**src/design/ror_pkg.sv**
```systemverilog
// ----------------------------------------------------------------------------
// ror_pkg
// shared types and constants of the in-order release reorder buffer
// ----------------------------------------------------------------------------
package ror_pkg;

    localparam int WINDOW_DEF      = 16;
    localparam int HANDLE_BITS_DEF = 8;
    localparam int SEQ_BITS        = 32;

    typedef enum logic [1:0] {
        STATUS_RELEASED      = 2'd0,
        STATUS_DUPLICATE     = 2'd1,
        STATUS_OUT_OF_WINDOW = 2'd2
    } status_t;

    typedef enum logic [1:0] {
        ST_IDLE,
        ST_DECIDE,
        ST_DRAIN
    } state_t;

    // everything of one result except the handle, whose width is a parameter
    typedef struct packed {
        logic [SEQ_BITS-1:0] seq;
        status_t             status;
        logic                last;
    } result_t;

endpackage

```
**src/design/in_order_release_reorder_buffer_core.sv**
```systemverilog
// ----------------------------------------------------------------------------
// in_order_release_reorder_buffer_core
// releases sequence-tagged chunk handles strictly in sequence order
// ----------------------------------------------------------------------------
// usage:
//   input channel (in_valid / in_stall) carries seq_number and chunk_handle.
//   output channel (out_valid / out_stall) carries out_handle, out_seq,
//   status and last_of_run; last_of_run marks the final result of a request.
//   a request with the next expected number is released, followed by every
//   consecutively numbered parked handle. a number 1 to WINDOW-1 ahead is
//   parked and gives no result. a duplicate or out-of-window number gives a
//   single error result.
// timing:
//   one request is accepted, then the decide state follows; parking and
//   error requests then return to idle, a release drains the parked run.
//   the drain rate is set by the handle ram read port, one read per cycle
//   unless stalled. in_stall is high while a request is being worked on.
// stall:
//   results go through one output register; while out_stall holds it full,
//   decide steps that give a result and drain steps wait, and nothing is lost.
// reset:
//   rst_n clears next expected to zero and all slot valid bits at once; the
//   handle ram needs no clearing since a slot is only read when valid.
// ----------------------------------------------------------------------------
module in_order_release_reorder_buffer_core #(
    parameter int WINDOW      = ror_pkg::WINDOW_DEF,
    parameter int HANDLE_BITS = ror_pkg::HANDLE_BITS_DEF
) (
    input  logic                   clk,
    input  logic                   rst_n,
    input  logic                   in_valid,
    output logic                   in_stall,
    input  logic [31:0]            seq_number,
    input  logic [HANDLE_BITS-1:0] chunk_handle,
    output logic                   out_valid,
    input  logic                   out_stall,
    output logic [HANDLE_BITS-1:0] out_handle,
    output logic [31:0]            out_seq,
    output logic [1:0]             status,
    output logic                   last_of_run
);

    localparam int SLOT_W = $clog2(WINDOW);

    // fsm
    ror_pkg::state_t state_reg, state_next;

    // captured request (payload, no reset)
    logic [31:0]            seq_reg;
    logic [HANDLE_BITS-1:0] handle_reg;

    // window position
    logic [31:0]       next_exp_reg, next_exp_next;
    logic [SLOT_W-1:0] base_reg, base_next;
    logic              slot_valid_reg [WINDOW];

    // slot address arithmetic
    logic [31:0]       offset;
    logic              in_window;
    logic [SLOT_W:0]   slot_sum;
    logic [SLOT_W-1:0] slot_idx;
    logic [SLOT_W-1:0] next_base;
    logic              more;

    // control
    logic              set_en;
    logic              clr_en;
    logic              ram_we;
    logic              ram_re;
    logic [HANDLE_BITS-1:0] ram_rdata;
    logic              load;
    logic              out_free;
    ror_pkg::result_t  res;
    logic [HANDLE_BITS-1:0] res_handle;

    // offset of the request from the next expected number, modulo 2^32
    assign offset    = seq_reg - next_exp_reg;
    assign in_window = offset < 32'(WINDOW);

    // slot of the request: base plus offset, wrapped once around the window
    assign slot_sum = {1'b0, base_reg} + {1'b0, offset[SLOT_W-1:0]};
    assign slot_idx = (slot_sum >= (SLOT_W+1)'(WINDOW))
                    ? SLOT_W'(slot_sum - (SLOT_W+1)'(WINDOW))
                    : slot_sum[SLOT_W-1:0];

    // slot that follows the base, and whether it holds a parked handle
    assign next_base = (base_reg == SLOT_W'(WINDOW - 1)) ? '0 : base_reg + 1'b1;
    assign more      = slot_valid_reg[next_base];

    always_ff @(posedge clk or negedge rst_n)
    begin
        if (!rst_n)
        begin
            state_reg    <= ror_pkg::ST_IDLE;
            next_exp_reg <= '0;
            base_reg     <= '0;
        end
        else
        begin
            state_reg    <= state_next;
            next_exp_reg <= next_exp_next;
            base_reg     <= base_next;
        end
    end

    always_ff @(posedge clk)
    begin
        if (in_valid && !in_stall)
        begin
            seq_reg    <= seq_number;
            handle_reg <= chunk_handle;
        end
    end

    // valid bits, cleared at once by reset
    always_ff @(posedge clk or negedge rst_n)
    begin
        if (!rst_n)
        begin
            for (int i = 0; i < WINDOW; i++)
            begin
                slot_valid_reg[i] <= 1'b0;
            end
        end
        else
        begin
            if (set_en)
            begin
                slot_valid_reg[slot_idx] <= 1'b1;
            end
            if (clr_en)
            begin
                slot_valid_reg[base_reg] <= 1'b0;
            end
        end
    end

    always_comb
    begin
        state_next    = state_reg;
        next_exp_next = next_exp_reg;
        base_next     = base_reg;
        in_stall      = 1'b1;
        set_en        = 1'b0;
        clr_en        = 1'b0;
        ram_we        = 1'b0;
        ram_re        = 1'b0;
        load          = 1'b0;
        res.seq       = seq_reg;
        res.status    = ror_pkg::STATUS_RELEASED;
        res.last      = 1'b1;
        res_handle    = handle_reg;

        case (state_reg)
            ror_pkg::ST_IDLE:
            begin
                in_stall = 1'b0;
                if (in_valid)
                begin
                    state_next = ror_pkg::ST_DECIDE;
                end
            end

            ror_pkg::ST_DECIDE:
            begin
                if (!in_window)
                begin
                    res.status = ror_pkg::STATUS_OUT_OF_WINDOW;
                    if (out_free)
                    begin
                        load       = 1'b1;
                        state_next = ror_pkg::ST_IDLE;
                    end
                end
                else if (offset != '0)
                begin
                    if (slot_valid_reg[slot_idx])
                    begin
                        res.status = ror_pkg::STATUS_DUPLICATE;
                        if (out_free)
                        begin
                            load       = 1'b1;
                            state_next = ror_pkg::ST_IDLE;
                        end
                    end
                    else
                    begin
                        // park the handle in its slot
                        set_en     = 1'b1;
                        ram_we     = 1'b1;
                        state_next = ror_pkg::ST_IDLE;
                    end
                end
                else
                begin
                    // in-order release, start draining if the next slot is held
                    res.last = !more;
                    if (out_free)
                    begin
                        load          = 1'b1;
                        next_exp_next = next_exp_reg + 32'd1;
                        base_next     = next_base;
                        if (more)
                        begin
                            ram_re     = 1'b1;
                            state_next = ror_pkg::ST_DRAIN;
                        end
                        else
                        begin
                            state_next = ror_pkg::ST_IDLE;
                        end
                    end
                end
            end

            ror_pkg::ST_DRAIN:
            begin
                // ram data of the base slot is ready; it holds while stalled
                res.seq    = next_exp_reg;
                res.last   = !more;
                res_handle = ram_rdata;
                if (out_free)
                begin
                    load          = 1'b1;
                    clr_en        = 1'b1;
                    next_exp_next = next_exp_reg + 32'd1;
                    base_next     = next_base;
                    if (more)
                    begin
                        ram_re = 1'b1;
                    end
                    else
                    begin
                        state_next = ror_pkg::ST_IDLE;
                    end
                end
            end

            default:
            begin
                state_next = ror_pkg::ST_IDLE;
            end
        endcase
    end

    ror_ram #(
        .WIDTH (HANDLE_BITS),
        .DEPTH (WINDOW)
    ) u_handle_ram (
        .clk   (clk),
        .we    (ram_we),
        .waddr (slot_idx),
        .wdata (handle_reg),
        .re    (ram_re),
        .raddr (next_base),
        .rdata (ram_rdata)
    );

    ror_out_reg #(
        .HANDLE_BITS (HANDLE_BITS)
    ) u_out_reg (
        .clk         (clk),
        .rst_n       (rst_n),
        .load        (load),
        .res         (res),
        .res_handle  (res_handle),
        .free        (out_free),
        .out_valid   (out_valid),
        .out_stall   (out_stall),
        .out_handle  (out_handle),
        .out_seq     (out_seq),
        .status      (status),
        .last_of_run (last_of_run)
    );

endmodule

```
**src/design/ror_ram.sv**
```systemverilog
// ----------------------------------------------------------------------------
// ror_ram
// generic simple dual-port ram, one write and one registered read port
// ----------------------------------------------------------------------------
module ror_ram #(
    parameter int WIDTH = 8,
    parameter int DEPTH = 16
) (
    input  logic                     clk,
    input  logic                     we,
    input  logic [$clog2(DEPTH)-1:0] waddr,
    input  logic [WIDTH-1:0]         wdata,
    input  logic                     re,
    input  logic [$clog2(DEPTH)-1:0] raddr,
    output logic [WIDTH-1:0]         rdata
);

    logic [WIDTH-1:0] mem [DEPTH];
    logic [WIDTH-1:0] rdata_reg;

    always_ff @(posedge clk)
    begin
        if (we)
        begin
            mem[waddr] <= wdata;
        end
        if (re)
        begin
            rdata_reg <= mem[raddr];
        end
    end

    assign rdata = rdata_reg;

endmodule

```
**src/design/ror_out_reg.sv**
```systemverilog
// ----------------------------------------------------------------------------
// ror_out_reg
// output register stage holding one result until the receiver takes it
// ----------------------------------------------------------------------------
module ror_out_reg #(
    parameter int HANDLE_BITS = ror_pkg::HANDLE_BITS_DEF
) (
    input  logic                   clk,
    input  logic                   rst_n,
    input  logic                   load,
    input  ror_pkg::result_t       res,
    input  logic [HANDLE_BITS-1:0] res_handle,
    output logic                   free,
    output logic                   out_valid,
    input  logic                   out_stall,
    output logic [HANDLE_BITS-1:0] out_handle,
    output logic [31:0]            out_seq,
    output logic [1:0]             status,
    output logic                   last_of_run
);

    logic                   valid_reg;
    ror_pkg::result_t       res_reg;
    logic [HANDLE_BITS-1:0] handle_reg;

    // slot can take a new result when empty or being drained this cycle
    assign free = !valid_reg || !out_stall;

    always_ff @(posedge clk or negedge rst_n)
    begin
        if (!rst_n)
        begin
            valid_reg <= 1'b0;
        end
        else if (free)
        begin
            valid_reg <= load;
        end
    end

    always_ff @(posedge clk)
    begin
        if (load && free)
        begin
            res_reg    <= res;
            handle_reg <= res_handle;
        end
    end

    assign out_valid   = valid_reg;
    assign out_handle  = handle_reg;
    assign out_seq     = res_reg.seq;
    assign status      = res_reg.status;
    assign last_of_run = res_reg.last;

endmodule

```
**config.mk**
```make
export PLATFORM = sky130hd
export DESIGN_NAME = in_order_release_reorder_buffer_core
export DESIGN_NICKNAME = d
export VERILOG_FILES = /design/src/design/ror_pkg.sv /design/src/design/in_order_release_reorder_buffer_core.sv /design/src/design/ror_ram.sv /design/src/design/ror_out_reg.sv
export SDC_FILE = /design/constraint.sdc
export NUM_CORES = 1
export LEC_CHECK = 0
export BUFFER_PORTS_ARGS = -buffer_cell sky130_fd_sc_hd__buf_2
export CAP_MARGIN = 10
export CORE_MARGIN = 5
export CORE_UTILIZATION = 60
export DETAILED_ROUTE_END_ITERATION = 16
export GPL_TIMING_DRIVEN = 0
export HOLD_SLACK_MARGIN = 0.06
export PLACE_DENSITY = 0.87
export SETUP_SLACK_MARGIN = 0.15
export SYNTH_ARGS = -nofsm -noshare
export SYNTH_HDL_FRONTEND = slang
export SYNTH_HIERARCHICAL = 1
export SYNTH_SLANG_ARGS = --single-unit
```
**constraint.sdc**
```tcl
create_clock -name clk -period 12.1 [get_ports clk]
set_clock_uncertainty 0.1 [all_clocks]
set_input_delay 2.42 -clock clk [delete_from_list [all_inputs] [get_ports clk]]
set_output_delay 2.42 -clock clk [all_outputs]
set_load 0.01 [all_outputs]
```
==> results.py, run 1 <==
metrics = {
    "status": {
        "status": "finished, final reports clean",
    },
    "die": {
        "dieWidth_um": 161,
        "die_y_um": 161,
        "rows": 55,
        "coreArea_um2": 22600,
        "io_pins": 89,
        "initial_core_util_pct": 60.7,
        "dieArea_um2": 26000,
    },
    "yosys": {
        "yosys.area_share.simple_pct": 10.6,
        "ys_warn_count": 6,
        "seq_area_frac_synth_pct": 58.0,
        "synth_cell_types": 84,
        "syn-num-nets": 1118,
        "synth_compound_area_share_pct": 10.2,
        "synth_top_family_by_area": "simple AND/OR/NAND/NOR gates",
        "synth.mux.area_fraction_pct": 10.4,
        "avgSynthCellArea_um2": 13.3,
        "synth_ff_type": "edfxtp_1",
        "synth_edf_count": 219,
        "syn_area_um2": 13700,
        "synth_xor_area_share_pct": 3.42,
        "async_flop_share_pct": 20.1,
        "synthAdderAreaFrac_pct": 4.13,
        "netlist_instances": 1030,
        "ys_seq_elements": 274,
    },
    "clock_tree": {
        "cts_root_buffer": "clkbuf_16",
        "path_clk_slew_ns": 0.06,
        "cts_max_level": 1,
        "cts_hold_buf": 0,
        "cts.sinks": 274,
        "cts_tree": "built",
        "cts_resized": 0,
        "insertion_delay_ns": 0.56,
        "clock_path_buffers": 3,
        "numCtsBuffers": 29,
        "cts_setup_buffers": 0,
    },
    "grt": {
        "track_usage_pct": 26.6,
        "grt_remaining_overflow": 0,
        "antenna_found_initial": 0,
        "grt_pass1_vias": 9708,
        "grt_max_degree": 37,
        "grt_pass1_wl_mm": 54.1,
    },
    "route": {
        "vias": 9648,
        "wl_mm": 34.6,
        "ant_nets": 0,
        "drt_pass1_iterations": 5,
        "drtIter0Drc": 1163,
        "vias_per_cell": 6.60,
        "route.detailed.drc": 0,
        "avgRoutedWirePerCell_um": 23.6,
    },
    "sta": {
        "slew_viol_final": 0,
        "worst_pin_slew_ns": 0.983,
        "hold_viol": 0,
        "min_period_ns": 6.35,
        "rsz0062_at_grt": "false",
        "timing.hold.ws_ns": 0.402,
        "period_share_pct": 52.5,
        "fin_tns_setup_ns": 0,
        "clock.fmax_ghz": 0.157,
        "max_slew_margin_pct": 34.3,
        "setup_violations": 0,
    },
    "finish": {
        "antenna_cells": 0,
        "multi_input_area_um2": 5330,
        "top_register": "u_handle_ram/mem",
        "largest_reg_flops": 128,
        "n_fill_cell": 1500,
        "layout-drive-gt1-share_pct": 20.4,
        "regArea_um2": 7950,
        "layout.nets": 1243,
        "syn_to_final_growth_pct": 13.5,
    },
    "job": {
        "maxCapViolCount": 0,
    },
    "worst_setup_path": {
        "crit_fanout": 13,
        "crit_path_end_kind": "flop",
        "crit_required_ns": 12.27,
        "arrival_ns": 6.52,
        "crit_type": "flop to flop",
        "startpoint_type": "flop",
    },
    "min_path": {
        "min_path_type": "flop to flop",
    },
    "power": {
        "power.density_nw_per_um2": 164,
        "vdd_drop_max_mv": 0.123,
        "p_leak_uw": 0.00570,
        "power_uw": 2540,
    },
    "placed_design": {
        "place.gp.congestion": 0.947,
        "io_buffers": 88,
        "dpl.hpwl_mm": 23.6,
    },
}
-- cells in the final DEF (no fill, tap or decap), types with 16 or more instances in the layout --
cell type | netlist | final
a22o_1 | 16 | 16
nand4_1 | 19 | 19
a22oi_1 | 17 | 17
nand3_1 | 26 | 26
edfxtp_1 | 219 | 219
a21oi_1 | 41 | 41
ha_1 | 42 | 42
mux2_2 | 39 | 39
mux4_2 | 21 | 21
nor2_1 | 47 | 46
nor3_1 | 23 | 22
clkbuf_1 | 24 | 27
dfrtp_1 | 55 | 55
clkbuf_16 | 0 | 29
nand2_1 | 77 | 77
and3_1 | 26 | 26
buf_2 | 4 | 93
o21ai_0 | 28 | 28
xnor2_1 | 42 | 42
inv_1 | 53 | 53
-- worst paths after layout --
path	start	end	slack [ns]	depth (start not counted)
min in group asynchronous	rst_n	slot_valid_reg[6]	1.74	1
min	next_exp_reg[10]	next_exp_reg[10]	0.40	1
max reg2reg	next_exp_reg[0]	u_handle_ram/mem[0][2]	5.75	17
max	next_exp_reg[0]	u_handle_ram/mem[0][2]	5.75	17
max in group asynchronous	rst_n	next_exp_reg[21]	9.54	2
min reg2reg	next_exp_reg[10]	next_exp_reg[10]	0.40	1
-- Yosys cell counts (13+ instances only) --
master / count / area (um2)
inv_1: 53 / 199
nand2_1: 77 / 289
mux2i_1: 14 / 140
nor3_1: 23 / 115
o21ai_0: 28 / 140
mux4_1: 14 / 368
nand3_1: 26 / 130
edfxtp_1: 219 / 6580
nor3b_1: 13 / 97.6
nor2_1: 47 / 176
and3_1: 26 / 163
a22oi_1: 17 / 128
mux4_2: 21 / 473
dfrtp_1: 55 / 1380
nand4_1: 19 / 119
a22o_1: 16 / 140
mux2_2: 39 / 439
a21oi_1: 41 / 205
xnor2_1: 42 / 368
clkbuf_1: 24 / 90.1
a21o_1: 13 / 97.6
ha_1: 42 / 526
-- area by class of cell --
cell class,count,share of cell area [%]
inverter,53,1.28
multi-input combinational,660,34.2
tap,285,2.29
clock buffer,32,4.74
clock inverter,21,1.33
buffer,43,1.60
sequential,274,51.1
timing repair buffer,94,3.39
-- per-stage QoR --
step | instance area [um2] | utilization, % | worst slack [ns] | instances
2_1_floorplan | 13700 | - | 7.08 | 1030
3_3_place_gp | 14500 | 64.3 | 5.74 | 1403
3_5_place_dp | 14600 | 64.7 | 6.00 | 1409
4_1_cts | 15500 | 68.9 | 5.92 | 1462
5_1_grt | 15600 | 68.9 | 5.61 | 1462
6_report | 15600 | 68.9 | 5.75 | 1462
-- where the power goes --
group	leakage, uW	internal, uW	switching [uW]
clock	0.000466	507	368
combinational	0.00249	179	308
sequential	0.00275	1130	48.6
-- logic make-up (layout without fill, tap and decap cells) --
kind of cell    count (synthesis)  in the layout
buf+inv                        96            243
xor+xnor                       51             51
simple gates                  284            284
fa+ha+maj                      44             44
compound gates                193            193
mux                            88             88
flops                         274            274
-- routing by layer --
metal,vias up,wire length [um],global-route usage (%),share of wire (%)
met5,-,0,0,0
met4,0,1370,9.62,4.0
met3,120,3050,5.10,8.8
met2,568,17000,45.0,49
met1,4741,13200,34.5,38
li1,4219,-,-,-
-- worst max-delay path: stages (launching register included) --
cell and delay (ns):
dfrtp_1 0.45, ha_1 0.23, fa_1 0.41, nor2b_1 0.20, o211ai_1 0.23, a2111oi_0 0.56, or2_2 0.24, nand3_1 0.07
a2111oi_0 0.70, and4_1 0.35, nand4_2 0.28, nor2_1 0.29, and3_1 0.21, buf_4 0.17, buf_6 0.18, or3b_2 0.50
nor3_1 0.58, buf_4 0.30
No activity file was read; power rests on OpenSTA's default activity.
==> run 2, diff against run 1 <==
CORE_UTILIZATION = 55   (was 60)
PLACE_DENSITY = 0.84   (was 0.87)
clock period = 5.7 ns   (was 12.1 ns; I/O delays follow)
==> results.py, run 2 (synthesized netlist as in run 1, its figures left out) <==
metrics = {
    "status": {
        "status": "finished, final reports clean",
    },
    "sta": {
        "setup_violations": 0,
        "max_slew_margin_pct": 41.7,
        "period_share_pct": 95.4,
        "min_period_ns": 5.44,
        "worst_pin_slew_ns": 0.875,
        "slew_viol_final": 0,
        "rsz0062_at_grt": "false",
        "timing.hold.ws_ns": 0.419,
        "clock.fmax_ghz": 0.184,
        "setup_ws_ns": 0.261,
        "hold_viol": 0,
    },
    "finish": {
        "final_common_cell": "edfxtp_1",
        "regArea_um2": 7950,
        "final_cell_mix": "edfxtp_1, buf_2, nand2_1",
        "largest_reg_flops": 128,
        "top_register": "u_handle_ram/mem",
        "final_area_um2": 15700,
        "multi_input_area_um2": 5470,
        "n_fill_cell": 1687,
        "antenna_cells": 0,
        "fin_cells": 1498,
        "layout-drive-gt1-share_pct": 21.9,
        "syn_to_final_growth_pct": 14.8,
        "layout.nets": 1241,
    },
    "min_path": {
        "hold_end": "next_exp_reg[31]",
        "min_path_cells": 1,
        "min_path_type": "flop to flop",
        "hold_start": "next_exp_reg[31]",
    },
    "die": {
        "coreArea_um2": 24500,
        "io_pins": 89,
        "dieArea_um2": 28200,
        "die_y_um": 168,
        "rows": 57,
        "dieWidth_um": 168,
        "initial_core_util_pct": 56.0,
    },
    "power": {
        "seq_power_share_pct": 46.3,
        "power_uw": 5410,
        "power.density_nw_per_um2": 344,
        "vdd_drop_max_mv": 0.244,
        "pwr-share-comb_pct": 19.4,
        "p_sw_uw": 1540,
        "cell_internal_pwr_uw": 3880,
        "p_clk_share_pct": 34.3,
        "switching_share_pct": 28.4,
        "p_leak_uw": 0.00569,
    },
    "route": {
        "highest_layer": "met4",
        "wl_met2_mm": 16.3,
        "drt_pass1_iterations": 5,
        "met3_length_mm": 2.25,
        "met1_length_mm": 12.7,
        "drtIter0Drc": 752,
        "vias_per_cell": 6.26,
        "vias": 9376,
        "route.detailed.drc": 0,
        "wl_mm": 32.4,
        "avgRoutedWirePerCell_um": 21.7,
        "ant_nets": 0,
    },
    "worst_setup_path": {
        "cp_num_buf_inv": 3,
        "ff2ff_setup_slack_ns": 0.26,
        "slowest_stage": "or3b_2",
        "crit_required_ns": 5.88,
        "slowest_delay_ns": 0.59,
        "r2r_end": "u_handle_ram/mem[0][3]",
        "cpMostUsedCell": "a2111oi_2",
        "crit_fanout": 13,
        "reg2reg_from": "next_exp_reg[0]",
        "crit_type": "flop to flop",
        "crit_family": "simple AND/OR/NAND/NOR gates",
        "crit_chain": "ha_1, fa_1, nor2b_1, o211ai_1, a2111oi_2, or2_2, nand3_1, a2111oi_2, and4_1, nand4_4, nor2_2, and3_1, buf_4, buf_6, or3b_2, nor3_4, buf_12",
        "worstRegToRegCells": 17,
        "startpoint_type": "flop",
        "crit_path_end_kind": "flop",
        "arrival_ns": 5.62,
    },
    "placed_design": {
        "placed_cell_area_um2": 14600,
        "dpl.hpwl_mm": 22.7,
        "place_ws_ns": -0.601,
        "place.gp.congestion": 0.940,
        "dp.cells": 1446,
        "io_buffers": 88,
    },
    "clock_tree": {
        "cts_tree": "built",
        "clock_path_buffers": 3,
        "cts_hold_buf": 0,
        "insertion_delay_ns": 0.57,
        "cts_root_buffer": "clkbuf_16",
        "numCtsBuffers": 28,
        "cts.sinks": 274,
        "cts_max_level": 1,
        "path_clk_slew_ns": 0.06,
    },
    "grt": {
        "grt_remaining_overflow": 0,
        "grt_pass1_wl_mm": 51.2,
        "grt_max_degree": 36,
        "grt_pass1_vias": 9326,
        "antenna_found_initial": 0,
        "track_usage_pct": 22.7,
    },
    "job": {
        "maxCapViolCount": 0,
    },
}
==> run 2: cell type report <==
class	instances	area share, %
flip-flops and latches	274	50.5
multi-input cells	660	34.8
clock buffers	36	4.64
repair buffers	93	3.34
well taps	324	2.58
plain buffers	43	1.60
clock inverters	15	1.30
inverters	53	1.26
==> run 2: power by group through the flow <==
stage / registers, uW / logic, uW / clock network (uW)
after floorplan: 2570 / 604 / 0
after global placement: 2550 / 946 / 0
after detailed placement: 2540 / 1000 / 0
after CTS: 2510 / 1020 / 1880
after global routing: 2520 / 1140 / 1980
final: 2510 / 1050 / 1860
==> run 2: layer usage <==
layer	vias up	track usage (%)
li1	4217	-
met1	4706	29.4
met2	376	38.8
met3	77	3.82
met4	0	8.29
met5	-	0
==> run 2: how the worst max path moves through the flow <==
stage                     slack [ns]                endpoint       startpoint  depth (start not counted)
after floorplan                 0.68  u_handle_ram/mem[0][0]  next_exp_reg[0]                         16
after global placement         -0.62  u_handle_ram/mem[0][6]  next_exp_reg[0]                         16
after detailed placement       -0.60  u_handle_ram/mem[0][3]  next_exp_reg[0]                         16
after CTS                       0.04  u_handle_ram/mem[9][7]  next_exp_reg[0]                         16
after global routing            0.16  u_handle_ram/mem[0][6]  next_exp_reg[0]                         17
final                           0.26  u_handle_ram/mem[0][3]  next_exp_reg[0]                         17
==> run 2: worst register-to-register path, delay by kind of cell, from the launching register on <==
kind                     cells  cell delay, ns
AND/OR/NAND/NOR              9            2.35
adder cells (fa/ha/maj)      2            0.66
flip-flops                   1            0.46
buffers and inverters        3            0.52
AO/OA/AOI/OAI                3            1.10
==> run 2: what timing repair did <==
| item | CTS | global route |
|---|---|---|
| gates cloned | 0 | 0 |
| gates resized for setup | 10 | 27 |
| setup buffers | 1 | 0 |
| setup endpoints to repair | 110 | 141 |
| pin swaps | 1 | 0 |
==> run 2: metrics by stage <==
stage	setup TNS [ns]	utilization, %
detailed placement	-9.17	59.8
CTS	0	63.9
floorplan	0	-
global placement	-32.16	59.5
global route	0	64.3
finish	0	64.3
==> run 3, diff against run 2 <==
CORE_UTILIZATION = 57   (was 55)
CTS_BUF_LIST = sky130_fd_sc_hd__clkbuf_8   (was unset)
PLACE_DENSITY = 0.87   (was 0.84)
==> results.py, run 3 (synthesized netlist as in run 1, its figures left out) <==
metrics = {
    "status": {
        "status": "finished, final reports clean",
    },
    "die": {
        "io_pins": 89,
        "coreArea_um2": 23500,
        "dieWidth_um": 165,
        "dieArea_um2": 27200,
        "initial_core_util_pct": 58.2,
        "rows": 56,
        "die_y_um": 165,
    },
    "clock_tree": {
        "insertion_delay_ns": 0.59,
        "path_clk_slew_ns": 0.06,
        "cts_tree": "built",
        "cts.sinks": 274,
        "cts_hold_buf": 0,
        "clock_path_buffers": 3,
        "numCtsBuffers": 45,
        "cts_max_level": 2,
        "cts_root_buffer": "clkbuf_8",
    },
    "worst_setup_path": {
        "crit_path_end_kind": "flop",
        "startpoint_type": "flop",
        "cp_num_buf_inv": 2,
        "slowest_stage": "nor3_2",
        "crit_type": "flop to flop",
        "arrival_ns": 5.38,
        "crit_chain": "ha_1, fa_1, nor2b_1, o211ai_1, a2111oi_4, o22ai_1, xnor2_1, nor4_1, and4_1, nand4_4, nor2_2, and3_1, buf_4, buf_6, nand3b_1, nor3_2",
        "crit_required_ns": 5.80,
        "crit_family": "simple AND/OR/NAND/NOR gates",
        "slowest_delay_ns": 0.63,
        "crit_fanout": 13,
    },
    "finish": {
        "layout-drive-gt1-share_pct": 23.7,
        "final_cell_mix": "edfxtp_1, buf_2, nand2_1",
        "final_core_utilization_pct": 67.0,
        "final_common_cell": "edfxtp_1",
        "n_fill_cell": 1627,
        "layout.nets": 1259,
        "largest_reg_flops": 128,
        "antenna_cells": 0,
        "multi_input_area_um2": 5480,
        "regArea_um2": 7950,
        "top_register": "u_handle_ram/mem",
        "fin_cells": 1526,
        "syn_to_final_growth_pct": 15.0,
    },
    "route": {
        "ant_nets": 0,
        "vias_per_cell": 6.16,
        "route.detailed.drc": 0,
        "avgRoutedWirePerCell_um": 21.6,
        "drtIter0Drc": 956,
        "drt_pass1_iterations": 6,
        "wl_mm": 33.0,
        "vias": 9400,
    },
    "sta": {
        "period_share_pct": 92.6,
        "fin_tns_setup_ns": 0,
        "rsz0062_at_grt": "false",
        "hold_viol": 0,
        "max_slew_margin_pct": 44.7,
        "min_period_ns": 5.28,
        "slew_viol_final": 0,
        "setup_violations": 0,
        "worst_pin_slew_ns": 0.829,
        "clock.fmax_ghz": 0.190,
    },
    "placed_design": {
        "dp.cells": 1442,
        "dpl.hpwl_mm": 23.2,
        "place.gp.congestion": 0.936,
        "io_buffers": 88,
    },
    "grt": {
        "grt_max_degree": 35,
        "grt_pass1_wl_mm": 51.3,
        "grt_remaining_overflow": 0,
        "antenna_found_initial": 0,
        "track_usage_pct": 24.2,
        "grt_pass1_vias": 9431,
    },
    "power": {
        "vdd_drop_max_mv": 0.202,
        "power.density_nw_per_um2": 340,
        "p_leak_uw": 0.00579,
    },
    "min_path": {
        "min_path_type": "flop to flop",
    },
    "job": {
        "maxCapViolCount": 0,
    },
}
==> run 3: cell types whose count changed in the layout (fill, tap and decap cells not counted), sizes merged <==
cell,delta
bufinv,+1
clkbuf,+10
clkinv,+10
clkinvlp,-2
buf,+1
inv,+13
==> run 3: per-stage QoR <==
step / instance area (um2) / power (uW) / hold WS (ns) / setup WS [ns]
floorplan: 13700 / 3170 / 0.361 / 0.677
finish: 15800 / 5370 / 0.397 / 0.423
global route: 15800 / 5610 / 0.420 / 0.171
global placement: 14500 / 3490 / 0.379 / -0.504
CTS: 15700 / 5360 / 0.403 / 0.0783
detailed placement: 14600 / 3540 / 0.381 / -0.613
==> run 3: final timing paths <==
check / slack (ns) / start / endpoint / depth (start not counted)
max in group asynchronous: 4.41 / rst_n / next_exp_reg[21] / 2
hold reg to reg: 0.40 / next_exp_reg[21] / next_exp_reg[21] / 1
hold / removal: 0.40 / next_exp_reg[21] / next_exp_reg[21] / 1
setup / recovery: 0.42 / next_exp_reg[0] / u_handle_ram/mem[8][0] / 16
setup reg to reg: 0.42 / next_exp_reg[0] / u_handle_ram/mem[8][0] / 16
min in group asynchronous: 0.48 / rst_n / slot_valid_reg[9] / 1
==> run 3: layout make-up <==
type / count / share of cell area, %
tap: 319 / 2.53
multi-input combinational: 660 / 34.7
clock inverter: 37 / 2.03
buffer: 43 / 1.60
sequential: 274 / 50.4
clock buffer: 46 / 4.01
timing repair buffer: 94 / 3.38
inverter: 53 / 1.26
==> run 3: what timing repair did <==
item / CTS / global route
pin swaps: 1 / 2
endpoints found under the hold margin: 0 / 0
resized for setup: 17 / 24
setup endpoints to repair: 124 / 124
buffers inserted: 1 / 0
==> run 3: layer usage <==
layer,wire (um),track usage (%)
met5,0,0
met4,855,7.49
met3,2340,4.34
met2,16500,41.0
met1,13300,32.2
==> run 3: power breakdown <==
group | switching (uW) | internal, uW | total, uW
registers | 101 | 2410 | 2510
clock network | 814 | 1000 | 1810
logic | 666 | 381 | 1050
==> run 3: worst reg2reg max path, stage by stage, from the launching register on <==
cell and delay (ns):
dfrtp_1 0.46, ha_1 0.24, fa_1 0.41, nor2b_1 0.19, o211ai_1 0.23, a2111oi_4 0.52
o22ai_1 0.18, xnor2_1 0.15, nor4_1 0.33, and4_1 0.32, nand4_4 0.21, nor2_2 0.19
and3_1 0.17, buf_4 0.17, buf_6 0.18, nand3b_1 0.25, nor3_2 0.63
